**src/sv/slcfp_pkg.sv**
```systemverilog
`timescale 1ns / 1ps
`default_nettype none
// ----------------------------------------------------------------------------
// slcfp_pkg
// Shared types, constants and the CRC step of the sync/length/CRC frame parser.
// ----------------------------------------------------------------------------
package slcfp_pkg;

	// Width of the running frame check.
	localparam int CRC_WIDTH = 16;

	// Default depth of the queue between the front and the back.
	localparam int QUEUE_DEPTH_DEF = 2;

	// Configuration register indexes.
	localparam logic [2:0] CFG_SYNC_FIRST    = 3'd0;
	localparam logic [2:0] CFG_SYNC_SECOND   = 3'd1;
	localparam logic [2:0] CFG_CRC_SEED      = 3'd2;
	localparam logic [2:0] CFG_CRC_GENERATOR = 3'd3;
	localparam logic [2:0] CFG_MAX_LENGTH    = 3'd4;

	// Configuration reset values.
	localparam logic [7:0]           SYNC_FIRST_RST    = 8'hAA;
	localparam logic [7:0]           SYNC_SECOND_RST   = 8'h55;
	localparam logic [CRC_WIDTH-1:0] CRC_SEED_RST      = 16'hFFFF;
	localparam logic [CRC_WIDTH-1:0] CRC_GENERATOR_RST = 16'h1021;
	localparam logic [15:0]          MAX_LENGTH_RST    = 16'd256;

	// Parser phases.
	typedef enum logic [2:0] {
		PH_SYNC1 = 3'd0,
		PH_SYNC2 = 3'd1,
		PH_LENHI = 3'd2,
		PH_LENLO = 3'd3,
		PH_DATA  = 3'd4,
		PH_CRCHI = 3'd5,
		PH_CRCLO = 3'd6
	} phase_t;

	// Operations handed from the front to the back.
	typedef enum logic [2:0] {
		OP_NONE   = 3'd0,
		OP_START  = 3'd1,
		OP_CRC    = 3'd2,
		OP_BADLEN = 3'd3,
		OP_DATA   = 3'd4,
		OP_CHKHI  = 3'd5,
		OP_CHKLO  = 3'd6
	} op_t;

	// Result kinds.
	typedef enum logic [1:0] {
		KIND_PAYLOAD  = 2'd0,
		KIND_GOOD     = 2'd1,
		KIND_MISMATCH = 2'd2,
		KIND_BADLEN   = 2'd3
	} kind_t;

	// Live configuration.
	typedef struct packed {
		logic [7:0]           sync_first;
		logic [7:0]           sync_second;
		logic [CRC_WIDTH-1:0] crc_seed;
		logic [CRC_WIDTH-1:0] crc_generator;
		logic [15:0]          max_length;
	} cfg_t;

	// One classified item in the queue.
	typedef struct packed {
		op_t         op;
		logic [7:0]  data;
		logic [15:0] index;
		logic [15:0] len;
	} entry_t;

	// One byte of an MSB-first CRC, eight shift steps unrolled.
	function automatic logic [CRC_WIDTH-1:0] crc_byte(
		input logic [CRC_WIDTH-1:0] crc_in,
		input logic [7:0]           data,
		input logic [CRC_WIDTH-1:0] gen
	);
		logic [CRC_WIDTH-1:0] c;
		c = crc_in ^ {data, {(CRC_WIDTH-8){1'b0}}};
		for (int i = 0; i < 8; i++) begin
			if (c[CRC_WIDTH-1]) begin
				c = {c[CRC_WIDTH-2:0], 1'b0} ^ gen;
			end else begin
				c = {c[CRC_WIDTH-2:0], 1'b0};
			end
		end
		return c;
	endfunction

	// True for operations that produce a result item.
	function automatic logic op_has_result(input op_t op);
		return (op == OP_BADLEN) || (op == OP_DATA) || (op == OP_CHKLO);
	endfunction

endpackage
`default_nettype wire

```
**src/sv/sync_length_crc_frame_parser.sv**
```systemverilog
// Path: an accepted byte's result item passes through the queue, then the result register.
// Throughput: one byte per cycle while the queue is not full; the 8-bit unrolled CRC step in the back sets the cycle.
// A queue of QUEUE_DEPTH items lets the front keep accepting while a result is stalled.
// Reset (arst_n low, asynchronous) returns the parser to waiting for the first sync byte,
// empties the queue and the result register, and loads the register defaults.
// No memory clearing pass follows reset; bytes are accepted as soon as reset is released.
`timescale 1ns / 1ps
`default_nettype none
// ----------------------------------------------------------------------------
// sync_length_crc_frame_parser
// Deframes sync, length, payload and CRC-16 bytes into payload and verdict
// items, with a classifying front, a queue and an executing back.
// ----------------------------------------------------------------------------
module sync_length_crc_frame_parser #(
	parameter int QUEUE_DEPTH = slcfp_pkg::QUEUE_DEPTH_DEF
) (
	input  wire         clk,
	input  wire         arst_n,
	input  wire         cfg_we,
	input  wire  [2:0]  cfg_index,
	input  wire  [15:0] cfg_data,
	input  wire         in_valid,
	output logic        in_ready,
	input  wire  [7:0]  rx_byte,
	output logic        out_valid,
	input  wire         out_ready,
	output logic [1:0]  kind,
	output logic [7:0]  payload_byte,
	output logic [15:0] byte_index,
	output logic [15:0] frame_length,
	output logic        last
);

	slcfp_pkg::cfg_t   cfg_q;
	slcfp_pkg::entry_t push_entry;
	slcfp_pkg::entry_t head_entry;
	logic              q_full;
	logic              q_push;
	logic              head_valid;
	logic              q_pop;

	// Configuration registers; writes beyond the list are ignored.
	always_ff @(posedge clk or negedge arst_n) begin
		if (!arst_n) begin
			cfg_q.sync_first    <= slcfp_pkg::SYNC_FIRST_RST;
			cfg_q.sync_second   <= slcfp_pkg::SYNC_SECOND_RST;
			cfg_q.crc_seed      <= slcfp_pkg::CRC_SEED_RST;
			cfg_q.crc_generator <= slcfp_pkg::CRC_GENERATOR_RST;
			cfg_q.max_length    <= slcfp_pkg::MAX_LENGTH_RST;
		end else if (cfg_we) begin
			case (cfg_index)
				slcfp_pkg::CFG_SYNC_FIRST:    cfg_q.sync_first    <= cfg_data[7:0];
				slcfp_pkg::CFG_SYNC_SECOND:   cfg_q.sync_second   <= cfg_data[7:0];
				slcfp_pkg::CFG_CRC_SEED:      cfg_q.crc_seed      <= cfg_data;
				slcfp_pkg::CFG_CRC_GENERATOR: cfg_q.crc_generator <= cfg_data;
				slcfp_pkg::CFG_MAX_LENGTH:    cfg_q.max_length    <= cfg_data;
				default: ;
			endcase
		end
	end

	// Front: accepts and classifies bytes.
	slcfp_front u_front (
		.clk      (clk),
		.arst_n   (arst_n),
		.cfg      (cfg_q),
		.in_valid (in_valid),
		.in_ready (in_ready),
		.rx_byte  (rx_byte),
		.q_full   (q_full),
		.q_push   (q_push),
		.q_entry  (push_entry)
	);

	// Queue between front and back.
	slcfp_queue #(
		.DEPTH (QUEUE_DEPTH)
	) u_queue (
		.clk        (clk),
		.arst_n     (arst_n),
		.push       (q_push),
		.push_entry (push_entry),
		.full       (q_full),
		.head_valid (head_valid),
		.head_entry (head_entry),
		.pop        (q_pop)
	);

	// Back: CRC and result generation.
	slcfp_back u_back (
		.clk          (clk),
		.arst_n       (arst_n),
		.cfg          (cfg_q),
		.head_valid   (head_valid),
		.head_entry   (head_entry),
		.pop          (q_pop),
		.out_valid    (out_valid),
		.out_ready    (out_ready),
		.kind         (kind),
		.payload_byte (payload_byte),
		.byte_index   (byte_index),
		.frame_length (frame_length),
		.last         (last)
	);

endmodule
`default_nettype wire

```
**src/sv/slcfp_front.sv**
```systemverilog
`timescale 1ns / 1ps
`default_nettype none
// ----------------------------------------------------------------------------
// slcfp_front
// Accepts received bytes, tracks the frame phase, length and payload index,
// and classifies each byte into an operation for the back.
// ----------------------------------------------------------------------------
module slcfp_front (
	input  wire                  clk,
	input  wire                  arst_n,
	input  wire slcfp_pkg::cfg_t cfg,
	input  wire                  in_valid,
	output logic                 in_ready,
	input  wire  [7:0]           rx_byte,
	input  wire                  q_full,
	output logic                 q_push,
	output slcfp_pkg::entry_t    q_entry
);

	slcfp_pkg::phase_t phase_q, phase_d;
	logic [15:0] len_q, len_d;
	logic [15:0] count_q, count_d;
	logic [15:0] len_full;
	logic [15:0] count_inc;
	logic        len_bad;
	logic        accept;
	slcfp_pkg::op_t op;

	assign in_ready  = !q_full;
	assign accept    = in_valid && in_ready;
	assign len_full  = {len_q[15:8], rx_byte};
	assign count_inc = count_q + 16'd1;
	assign len_bad   = (len_full == 16'd0) || (len_full > cfg.max_length);

	// Next phase, length and payload count.
	always_comb begin
		phase_d = phase_q;
		len_d   = len_q;
		count_d = count_q;
		case (phase_q)
			slcfp_pkg::PH_SYNC2: begin
				if (rx_byte == cfg.sync_second) begin
					phase_d = slcfp_pkg::PH_LENHI;
					len_d   = '0;
					count_d = '0;
				end else if (rx_byte != cfg.sync_first) begin
					phase_d = slcfp_pkg::PH_SYNC1;
					len_d   = '0;
					count_d = '0;
				end
			end
			slcfp_pkg::PH_LENHI: begin
				phase_d = slcfp_pkg::PH_LENLO;
				len_d   = {rx_byte, 8'd0};
			end
			slcfp_pkg::PH_LENLO: begin
				count_d = '0;
				if (len_bad) begin
					phase_d = slcfp_pkg::PH_SYNC1;
					len_d   = '0;
				end else begin
					phase_d = slcfp_pkg::PH_DATA;
					len_d   = len_full;
				end
			end
			slcfp_pkg::PH_DATA: begin
				count_d = count_inc;
				if (count_inc >= len_q) begin
					phase_d = slcfp_pkg::PH_CRCHI;
				end
			end
			slcfp_pkg::PH_CRCHI: begin
				phase_d = slcfp_pkg::PH_CRCLO;
			end
			slcfp_pkg::PH_CRCLO: begin
				phase_d = slcfp_pkg::PH_SYNC1;
				len_d   = '0;
				count_d = '0;
			end
			default: begin
				if (rx_byte == cfg.sync_first) begin
					phase_d = slcfp_pkg::PH_SYNC2;
				end else begin
					phase_d = slcfp_pkg::PH_SYNC1;
				end
			end
		endcase
	end

	// Operation for the back.
	always_comb begin
		op = slcfp_pkg::OP_NONE;
		case (phase_q)
			slcfp_pkg::PH_SYNC2: begin
				if (rx_byte == cfg.sync_second) begin
					op = slcfp_pkg::OP_CRC;
				end else if (rx_byte == cfg.sync_first) begin
					op = slcfp_pkg::OP_START;
				end
			end
			slcfp_pkg::PH_LENHI: op = slcfp_pkg::OP_CRC;
			slcfp_pkg::PH_LENLO: begin
				op = len_bad ? slcfp_pkg::OP_BADLEN : slcfp_pkg::OP_CRC;
			end
			slcfp_pkg::PH_DATA:  op = slcfp_pkg::OP_DATA;
			slcfp_pkg::PH_CRCHI: op = slcfp_pkg::OP_CHKHI;
			slcfp_pkg::PH_CRCLO: op = slcfp_pkg::OP_CHKLO;
			default: begin
				if (rx_byte == cfg.sync_first) begin
					op = slcfp_pkg::OP_START;
				end
			end
		endcase
	end

	assign q_push        = accept && (op != slcfp_pkg::OP_NONE);
	assign q_entry.op    = op;
	assign q_entry.data  = rx_byte;
	assign q_entry.index = count_q;
	assign q_entry.len   = (phase_q == slcfp_pkg::PH_LENLO) ? len_full : len_q;

	// Parser state registers advance on each accepted item.
	always_ff @(posedge clk or negedge arst_n) begin
		if (!arst_n) begin
			phase_q <= slcfp_pkg::PH_SYNC1;
			len_q   <= '0;
			count_q <= '0;
		end else if (accept) begin
			phase_q <= phase_d;
			len_q   <= len_d;
			count_q <= count_d;
		end
	end

`ifndef ASSERT_OFF
	// The payload index stays below the declared length throughout the payload.
	a_count_in_range: assert property (@(posedge clk) disable iff (!arst_n)
		(phase_q == slcfp_pkg::PH_DATA) |-> (count_q < len_q))
		else $error("payload index reached declared length in payload phase");
`endif

endmodule
`default_nettype wire

```
**src/sv/slcfp_queue.sv**
```systemverilog
`timescale 1ns / 1ps
`default_nettype none
// ----------------------------------------------------------------------------
// slcfp_queue
// Short first-in first-out queue of classified items between front and back.
// ----------------------------------------------------------------------------
module slcfp_queue #(
	parameter int DEPTH = slcfp_pkg::QUEUE_DEPTH_DEF
) (
	input  wire                    clk,
	input  wire                    arst_n,
	input  wire                    push,
	input  wire slcfp_pkg::entry_t push_entry,
	output logic                   full,
	output logic                   head_valid,
	output slcfp_pkg::entry_t      head_entry,
	input  wire                    pop
);

	localparam int PTR_W = (DEPTH > 1) ? $clog2(DEPTH) : 1;
	localparam int CNT_W = $clog2(DEPTH + 1);

	slcfp_pkg::entry_t entries_q [DEPTH];
	logic [PTR_W-1:0] wr_ptr_q, rd_ptr_q;
	logic [CNT_W-1:0] count_q;
	logic             do_pop;

	assign full       = (count_q == CNT_W'(DEPTH));
	assign head_valid = (count_q != '0);
	assign head_entry = entries_q[rd_ptr_q];
	assign do_pop     = pop && head_valid;

	// Entry storage.
	always_ff @(posedge clk) begin
		if (push) begin
			entries_q[wr_ptr_q] <= push_entry;
		end
	end

	// Pointers and fill count.
	always_ff @(posedge clk or negedge arst_n) begin
		if (!arst_n) begin
			wr_ptr_q <= '0;
			rd_ptr_q <= '0;
			count_q  <= '0;
		end else begin
			if (push) begin
				wr_ptr_q <= (wr_ptr_q == PTR_W'(DEPTH - 1)) ? '0 : wr_ptr_q + 1'b1;
			end
			if (do_pop) begin
				rd_ptr_q <= (rd_ptr_q == PTR_W'(DEPTH - 1)) ? '0 : rd_ptr_q + 1'b1;
			end
			if (push && !do_pop) begin
				count_q <= count_q + 1'b1;
			end else if (!push && do_pop) begin
				count_q <= count_q - 1'b1;
			end
		end
	end

`ifndef ASSERT_OFF
	// The front never pushes into a full queue.
	a_no_overflow: assert property (@(posedge clk) disable iff (!arst_n)
		full |-> !push)
		else $error("push into full queue");

	// The fill count never exceeds the depth.
	a_count_bound: assert property (@(posedge clk) disable iff (!arst_n)
		count_q <= CNT_W'(DEPTH))
		else $error("queue fill count beyond depth");
`endif

endmodule
`default_nettype wire

```
**src/sv/slcfp_back.sv**
```systemverilog
`timescale 1ns / 1ps
`default_nettype none
// ----------------------------------------------------------------------------
// slcfp_back
// Executes queued operations: keeps the running CRC and the received check
// high byte, and drives the registered result channel.
// ----------------------------------------------------------------------------
module slcfp_back (
	input  wire                    clk,
	input  wire                    arst_n,
	input  wire slcfp_pkg::cfg_t   cfg,
	input  wire                    head_valid,
	input  wire slcfp_pkg::entry_t head_entry,
	output logic                   pop,
	output logic                   out_valid,
	input  wire                    out_ready,
	output logic [1:0]             kind,
	output logic [7:0]             payload_byte,
	output logic [15:0]            byte_index,
	output logic [15:0]            frame_length,
	output logic                   last
);

	logic [slcfp_pkg::CRC_WIDTH-1:0] crc_q;
	logic [slcfp_pkg::CRC_WIDTH-1:0] crc_base;
	logic [slcfp_pkg::CRC_WIDTH-1:0] crc_next;
	logic [7:0]                      chk_hi_q;
	logic                            out_valid_q;
	slcfp_pkg::kind_t                kind_q;
	logic [7:0]                      payload_byte_q;
	logic [15:0]                     byte_index_q;
	logic [15:0]                     frame_length_q;
	logic                            last_q;
	logic                            has_result;
	logic                            out_free;
	logic                            crc_match;

	assign has_result = slcfp_pkg::op_has_result(head_entry.op);
	assign out_free   = !out_valid_q || out_ready;
	assign pop        = head_valid && (!has_result || out_free);

	// One CRC byte step, restarting from the seed on a frame start.
	assign crc_base  = (head_entry.op == slcfp_pkg::OP_START) ? cfg.crc_seed : crc_q;
	assign crc_next  = slcfp_pkg::crc_byte(crc_base, head_entry.data, cfg.crc_generator);
	assign crc_match = ({chk_hi_q, head_entry.data} == crc_q);

	// Running check and stored check high byte.
	always_ff @(posedge clk or negedge arst_n) begin
		if (!arst_n) begin
			crc_q    <= slcfp_pkg::CRC_SEED_RST;
			chk_hi_q <= '0;
		end else if (pop) begin
			case (head_entry.op)
				slcfp_pkg::OP_START,
				slcfp_pkg::OP_CRC,
				slcfp_pkg::OP_DATA:  crc_q <= crc_next;
				slcfp_pkg::OP_CHKHI: chk_hi_q <= head_entry.data;
				default: ;
			endcase
		end
	end

	// Result valid flag.
	always_ff @(posedge clk or negedge arst_n) begin
		if (!arst_n) begin
			out_valid_q <= 1'b0;
		end else if (pop && has_result) begin
			out_valid_q <= 1'b1;
		end else if (out_ready) begin
			out_valid_q <= 1'b0;
		end
	end

	// Result payload.
	always_ff @(posedge clk) begin
		if (pop && has_result) begin
			frame_length_q <= head_entry.len;
			case (head_entry.op)
				slcfp_pkg::OP_DATA: begin
					kind_q         <= slcfp_pkg::KIND_PAYLOAD;
					payload_byte_q <= head_entry.data;
					byte_index_q   <= head_entry.index;
					last_q         <= 1'b0;
				end
				slcfp_pkg::OP_CHKLO: begin
					kind_q         <= crc_match ? slcfp_pkg::KIND_GOOD
					                            : slcfp_pkg::KIND_MISMATCH;
					payload_byte_q <= '0;
					byte_index_q   <= '0;
					last_q         <= 1'b1;
				end
				default: begin
					kind_q         <= slcfp_pkg::KIND_BADLEN;
					payload_byte_q <= '0;
					byte_index_q   <= '0;
					last_q         <= 1'b1;
				end
			endcase
		end
	end

	assign out_valid    = out_valid_q;
	assign kind         = kind_q;
	assign payload_byte = payload_byte_q;
	assign byte_index   = byte_index_q;
	assign frame_length = frame_length_q;
	assign last         = last_q;

`ifndef ASSERT_OFF
	// A result never overwrites one that is still waiting to be taken.
	a_no_overwrite: assert property (@(posedge clk) disable iff (!arst_n)
		(out_valid_q && !out_ready) |-> !(pop && has_result))
		else $error("result register overwritten while stalled");
`endif

endmodule
`default_nettype wire
```
**config.mk**
```make
export PLATFORM = sky130hd
export DESIGN_NAME = sync_length_crc_frame_parser
export DESIGN_NICKNAME = d
export VERILOG_FILES = /design/src/sv/slcfp_pkg.sv /design/src/sv/sync_length_crc_frame_parser.sv /design/src/sv/slcfp_front.sv /design/src/sv/slcfp_queue.sv /design/src/sv/slcfp_back.sv
export SDC_FILE = /design/constraint.sdc
export NUM_CORES = 1
export LEC_CHECK = 0
export BUFFER_PORTS_ARGS = -buffer_cell sky130_fd_sc_hd__buf_2
export CAP_MARGIN = 40
export CORE_MARGIN = 2
export CORE_UTILIZATION = 25
export DETAILED_ROUTE_END_ITERATION = 12
export PLACE_DENSITY = 0.36
export SLEW_MARGIN = 20
export SYNTH_ARGS = -nofsm -noshare
export SYNTH_HDL_FRONTEND = slang
export SYNTH_SLANG_ARGS = --single-unit
```
**constraint.sdc**
```tcl
create_clock -name clk -period 11.1 [get_ports clk]
set_clock_uncertainty 0.1 [all_clocks]
set_input_delay 1.665 -clock clk [delete_from_list [all_inputs] [get_ports clk]]
set_output_delay 1.665 -clock clk [all_outputs]
set_load 0.01 [all_outputs]
```
**Yosys cells after proc, flatten, opt, wreduce, memory -nomap -nowiden**

Memories as Yosys holds them, arrays and structs flattened.
Index checks and enable logic that the tools add are counted.

- Add/subtract/negate cells: 5
- Order comparisons: 2
- Equal/unequal tests: 24
- Muxes and demuxes: 35
- Bitwise gates (word level): 9
- Reduce and logical (&&, ||, !) cells: 38

Operators with widths:

| kind | number |
|---|---|
| 2-to-1 mux 16 bit | 12 |
| XOR 16 bit | 9 |
| case mux 16 bit (4 select lines) | 1 |
| case mux 16 bit (3 select lines) | 1 |
| case mux 3 bit (6 select lines) | 2 |
| == test 3 bit (second input constant) | 7 |
| == test 3 x 2 -> 1 bit (second input constant) | 6 |
| adder 16 x 1 -> 16 bit (second input constant) | 1 |
| == test 16 bit | 1 |
| == test 8 bit | 2 |
| greater-or-equal comparator 16 bit | 1 |
| > comparator 16 bit | 1 |
| logical NOT 16 bit | 1 |
| 2-to-1 mux 3 bit | 5 |
| AND reduction 2 bit | 7 |
| == test 3 x 1 -> 1 bit (second input constant) | 3 |
| 2-to-1 mux 1 bit | 9 |
| AND reduction 3 bit | 3 |
| 2-to-1 mux 8 bit | 1 |
| != test 8 bit | 1 |
| logical AND 1 bit | 7 |
| 2-to-1 mux 2 bit | 3 |
| nonzero test 2 bit | 3 |
| nonzero test 3 bit | 2 |
| 14 further kinds | 24 |

- Register bits after elaboration: 171
- RAM bits: 86
- Input bits: 32
- Output and inout port bits: 45
- Memories kept: 1

Memories:

| name | depth | bits a word | read ports | clocked after Yosys merged registers in | wr ports | RTL line | RTL |
|---|---|---|---|---|---|---|---|
| u_queue.entries_q | 2 | 43 | 1 | 0 | 1 | slcfp_queue.sv:23 | `slcfp_pkg::entry_t entries_q [DEPTH];` |

**Logic depth before layout (Yosys ltp)**

An unclocked memory read counts as a cell.

- Word-level depth: 20
- Mapped depth: 19
- Mapped depth without buffers: 16

**Cells and area by module**

A second synthesis with hierarchy kept.

- Cells, all modules: 1161
- Area, all modules: 14134.8 µm²

By module, submodules not included:

| module | times used | cells an instance | area an instance (µm²) | seq. area each (µm²) |
|---|---|---|---|---|
| slcfp_back | 1 | 518 | 5026.1 | 1936.9 |
| slcfp_queue | 1 | 150 | 3493.4 | 2682.6 |
| slcfp_front | 1 | 354 | 3146.8 | 875.8 |
| sync_length_crc_frame_parser | 1 | 139 | 2468.6 | 1636.6 |

**Worst setup path after synthesis**

No wires, ideal clock.

- Kind: input-to-reg
- Start: input port rx_byte[2]
- End: memory u_queue.entries_q[0][0] (netlist bit) (enable)
- Library setup time: 444 ps
- Data arrival time: 4533 ps
- Data required time: 10556 ps
- Path slack: 6023 ps
- Stages on the path: 8
- Path buffers: 1
- Cells stage by stage: clkbuf_1 > xnor2_1 > nand4_1 > nor3_1 > nor2_1 > a21oi_1 > o21ai_0 > nor2_1

- Cells in the longest elaborated chain, start to end: 8
- Elaborated cells on any way between the ends: 13
- Those cells by class: order compare: 1; eq/ne: 2; mux: 6; reduce/logical: 4

Ends and longest elaborated chain:

| element | RTL line | RTL |
|---|---|---|
| from (decl) | sync_length_crc_frame_parser.sv:24 | `input wire [7:0] rx_byte,` |
| > comparator 16 bit, or another cell as far along | slcfp_front.sv:33 | `assign len_bad = (len_full == 16'd0) \|\| (len_full > cfg.max_length);` |
| logical OR 1 bit or 2-to-1 mux 1 bit (tied branches) | slcfp_front.sv:33, slcfp_front.sv:97, slcfp_front.sv:109 |  |
| 2-to-1 mux 1 bit or 2-to-1 mux 3 bit (tied branches) | slcfp_front.sv:103, slcfp_front.sv:95 |  |
| case mux 3 bit (6 select lines) (*) | slcfp_front.sv:93 | `case (phase_q)` |
| nonzero test 3 bit (*) | slcfp_front.sv:116 | `assign q_push = accept && (op != slcfp_pkg::OP_NONE);` |
| logical AND 1 bit (*) | slcfp_front.sv:116 |  |
| 2-to-1 mux 1 bit (*) | slcfp_queue.sv:35 | `if (push) begin` |
| 2-to-1 mux 1 bit (not written as such) (*) | slcfp_queue.sv:36 | `entries_q[wr_ptr_q] <= push_entry;` |
| to (decl) | slcfp_queue.sv:23 |  |

Mark *: on every way between the ends. The rest lies on a longest branch, timed or not.

**Worst setup path after layout**

- Start: register u_queue.rd_ptr_q
- End: register u_back.crc_q[4] (netlist bit)

- Cells in the longest elaborated chain, start to end: 19
- Elaborated cells on any way between the ends: 31
- Those cells by class: eq/ne: 5; mux: 9; bitwise: 9; reduce/logical: 7; memory: 1

Ends and longest elaborated chain:

| element | RTL line | RTL |
|---|---|---|
| from (decl) | slcfp_queue.sv:24 | `logic [PTR_W-1:0] wr_ptr_q, rd_ptr_q;` |
| from (signal assigned) | slcfp_queue.sv:51 | `rd_ptr_q <= (rd_ptr_q == PTR_W'(DEPTH - 1)) ? '0 : rd_ptr_q + 1'b1;` |
| memory read (2 x 43 bit) (*) | -- |  |
| == test 3 x 1 -> 1 bit | slcfp_back.sv:43, slcfp_back.sv:53 |  |
| 2-to-1 mux 16 bit | slcfp_back.sv:43 | `assign crc_base = (head_entry.op == slcfp_pkg::OP_START) ? cfg.crc_seed : crc_q;` |
| XOR 16 bit | slcfp_pkg.sv:83 | `c = crc_in ^ {data, {(CRC_WIDTH-8){1'b0}}};` |
| XOR 16 bit | slcfp_pkg.sv:86 | `c = {c[CRC_WIDTH-2:0], 1'b0} ^ gen;` |
| 2-to-1 mux 16 bit | slcfp_pkg.sv:85 | `if (c[CRC_WIDTH-1]) begin` |
| XOR 16 bit | slcfp_pkg.sv:86 |  |
| 2-to-1 mux 16 bit | slcfp_pkg.sv:85 |  |
| [3 not listed] | -- |  |
| XOR 16 bit or 2-to-1 mux 16 bit (tied branches) | slcfp_pkg.sv:86, slcfp_pkg.sv:85 |  |
| 2-to-1 mux 16 bit or XOR 16 bit (tied branches) | slcfp_pkg.sv:85, slcfp_pkg.sv:86 |  |
| XOR 16 bit or 2-to-1 mux 16 bit (tied branches) | slcfp_pkg.sv:86, slcfp_pkg.sv:85 |  |
| 2-to-1 mux 16 bit or XOR 16 bit (tied branches) | slcfp_pkg.sv:85, slcfp_pkg.sv:86 |  |
| XOR 16 bit or 2-to-1 mux 16 bit (tied branches) | slcfp_pkg.sv:86, slcfp_pkg.sv:85 |  |
| 2-to-1 mux 16 bit or XOR 16 bit (tied branches) | slcfp_pkg.sv:85, slcfp_pkg.sv:86 |  |
| XOR 16 bit or 2-to-1 mux 16 bit (tied branches) | slcfp_pkg.sv:86, slcfp_pkg.sv:85 |  |
| 2-to-1 mux 16 bit | slcfp_pkg.sv:85 |  |
| to (signal assigned) | slcfp_back.sv:50 | `crc_q <= slcfp_pkg::CRC_SEED_RST;` |
| to (signal assigned) | slcfp_back.sv:56 | `slcfp_pkg::OP_DATA: crc_q <= crc_next;` |
| to (decl) | slcfp_back.sv:24 | `logic [slcfp_pkg::CRC_WIDTH-1:0] crc_q;` |

Marked as above.
A chain may end at the register's enable or synchronous reset.

==> results.cfg <==
[timing]
maxSlewHeadroom_pct = 47.4
hold_viol = 0
max_clock_freq_mhz = 157
period_share_pct = 57.3
min_period_ps = 6360
tns_ps = 0
worst_pin_slew_ps = 767
final-setup-viol-count = 0
whs_ps = 417
slew_violations = 0
rsz0062_at_grt = false

[place]
dp_hpwl_mm = 27.5
globalplace.congestion = 0.768
placed_cell_area_um2 = 14800
io_buffer_count = 76

[final_layout]
stdcell_area_um2 = 15800
syn_to_final_growth_pct = 16.4
fill_cells = 5524
fin_nets = 1314
diodes = 0
drive_gt1_share_pct = 22.1
fin_util_pct = 29.4

[worst_setup_path]
crit_start = u_queue.rd_ptr_q
r2r_start = u_queue.rd_ptr_q
cp-endpoint = u_back.crc_q[4]
worstPathRequired_ps = 11500
r2r_end = u_back.crc_q[4]
critPathCaptureType = flop
r2r_slack_ps = 4740
critical_path.max_fanout = 44
r2r_cells = 16
critical_path_class = reg2reg
cp-start-kind = flop
cp.arrival_ps = 6750

[detailed_routing]
drc = 0
avgRoutedWirePerCell_um = 19.6
wirelength_mm = 38.6
antenna_left = 0
first_iter_violations = 554
dr_total_vias = 8947
vias_per_cell = 4.55
dr.pass1.iters = 5

[pwr]
finalPower_w = 0.00538
p_clk_share_pct = 17.4
peakVddDrop_uv = 194
p_sw_share_pct = 38.1
seq_power_share_pct = 26.1
power.internal_w = 0.00333
power.density_nw_per_um2 = 340
power_frac_comb_pct = 56.5
p_sw_w = 0.00205
p_leak_nw = 6.41

[min_path]
hold_path.class = reg2reg

[synth]
synthDistinctLibCells = 74
synth_ff_type = edfxtp_1
async_flop_share_pct = 49.8
yosysMostFrequentCell = nand2_1
netlist_instances = 1181
synth_top_area_cell = edfxtp_1
synth_seq_area_share_pct = 52.4
synth_common_cells = nand2_1, edfxtp_1, xnor2_1, dfrtp_1, mux2_2
syn_area_um2 = 13600
synth_edf_count = 129
syn-mean-instance-area_um2 = 11.5
synth_area_leaders = edfxtp_1, dfrtp_1, dfstp_2
synthesis.nets = 1247
yosysWarnings = 0
synth_top_area_share_pct = 28.5
ys_ff_latch = 257

[grt]
grt_pass1_vias = 8997
grt_max_degree = 71
globalRoute.totalOverflow = 0
grt_pass1_wl_mm = 58.9
antenna_found_initial = 0
grt_usage_pct = 13.8

[cts]
cts-root-buf = clkbuf_16
clk_pin_slew_ps = 60
worstSkewPairLatency_ps = 580
cts_buffers = 30
cts_tree = built
clock_sinks = 257
cts_max_level = 1
cts_resized = 0
clock_path_buffers = 3
hold_buffers = 0
cts_setup_buffers = 0

[floorplanning]
core_area_um2 = 53800
die_area_um2 = 56300
row_count = 85
die_w_um = 237
ios = 77
start_util_pct = 25.3
die_h_um = 237

[run]
cap_violations = 0

[run_status]
outcome = finished, final reports clean
[power groups by stage]
stage | registers, W | clock network (W) | logic, W
final | 0.00140 | 0.000937 | 0.00304
after global routing | 0.00143 | 0.00101 | 0.00333
after CTS | 0.00141 | 0.000978 | 0.00308
after floorplan | 0.00136 | 0 | 0.00244
after global placement | 0.00143 | 0 | 0.00299
after detailed placement | 0.00142 | 0 | 0.00307
[worst min path at each step]
stage | to | slack, ps | cells after the start | startpoint
5_1_grt | u_queue.count_q[1] | 430 | 1 | u_queue.count_q[1]
6_report | cfg_q[0] | 420 | 1 | cfg_q[0]
4_1_cts | cfg_q[0] | 420 | 1 | cfg_q[0]
3_3_place_gp | cfg_q[0] | 410 | 1 | cfg_q[0]
2_1_floorplan | u_queue.wr_ptr_q | 360 | 1 | u_queue.wr_ptr_q
3_5_place_dp | cfg_q[0] | 410 | 1 | cfg_q[0]
[final cells by class]
type	instances	area [um2]	area share, %
multi-input combinational	817	6100	38.5
inverter	39	146	0.925
clock inverter	7	81.3	0.514
tap	696	871	5.50
clock buffer	49	842	5.32
sequential	257	7130	45.1
timing repair buffer	103	652	4.12
[sequential cells by signal, indices dropped and copies added (netlist names), 3 cells and up]
register / cells
cfg_q: 64
u_back.payload_byte: 8
u_back.chk_hi_q: 8
u_back.byte_index: 16
u_front.phase_q: 3
u_front.count_q: 16
u_back.frame_length: 16
u_front.len_q: 16
u_queue.entries_q: 86
u_back.crc_q: 16
[worst max-delay path, stage by stage, from the launching register on]
cell,delay [ps]
dfrtp_2,410
buf_4,610
mux2_2,450
and4_4,190
a2111oi_4,330
buf_4,350
nor3b_1,220
o21ai_1,90
a31oi_1,490
or3_1,650
a311oi_2,220
o21ai_0,460
a311oi_1,180
a2111o_1,680
nand3_1,190
xnor3_1,390
mux2_2,270
[cell families (layout without fill, tap and decap cells)]
| family | after synthesis | after routing | synth area share, % |
|---|---|---|---|
| DFF | 257 | 257 | 52.4 |
| buffers and inverters | 107 | 198 | 3.03 |
| AOI/OAI and AO/OA | 180 | 180 | 9.30 |
| xor gates and xnor gates | 143 | 143 | 10.7 |
| muxes | 126 | 126 | 9.98 |
| and+or+nand+nor | 334 | 334 | 11.4 |
| adders and majority gates | 34 | 34 | 3.13 |
[metal layers]
layer / wire [um] / GRT usage [%] / vias up / share of wire, %
met5: 0 / 0 / - / 0
met2: 17200 / 21.6 / 132 / 45
met1: 19600 / 20.2 / 4424 / 51
met4: 607 / 2.90 / 0 / 1.6
li1: - / - / 4354 / -
met3: 1140 / 1.73 / 37 / 3.0
[layout by cell type, fill, tap and decap left out, types with 11 or more instances in the layout]
cell | netlist | routed
nor2_1 | 75 | 73
dfrtp_1 | 84 | 83
dfstp_2 | 44 | 44
edfxtp_1 | 129 | 129
buf_4 | 1 | 19
xnor3_1 | 15 | 15
o21ai_0 | 46 | 46
a21o_1 | 11 | 11
o21a_1 | 11 | 11
a21oi_1 | 33 | 32
clkbuf_1 | 56 | 17
nand2_1 | 134 | 134
mux2i_1 | 49 | 49
xor2_1 | 25 | 25
mux2_2 | 77 | 77
buf_2 | 5 | 75
inv_1 | 39 | 39
ha_1 | 34 | 34
clkbuf_16 | 0 | 30
xnor2_1 | 103 | 103
o22ai_1 | 11 | 11
nand3_1 | 46 | 46
[per-stage QoR]
stage,setup slack (ps),cells
final,4740,1968
after global routing,4200,1968
after floorplan,6020,1181
after global placement,4620,1900
after CTS,4620,1965
after detailed placement,4640,1909
Note: power is estimated with default switching activity, not from simulation.
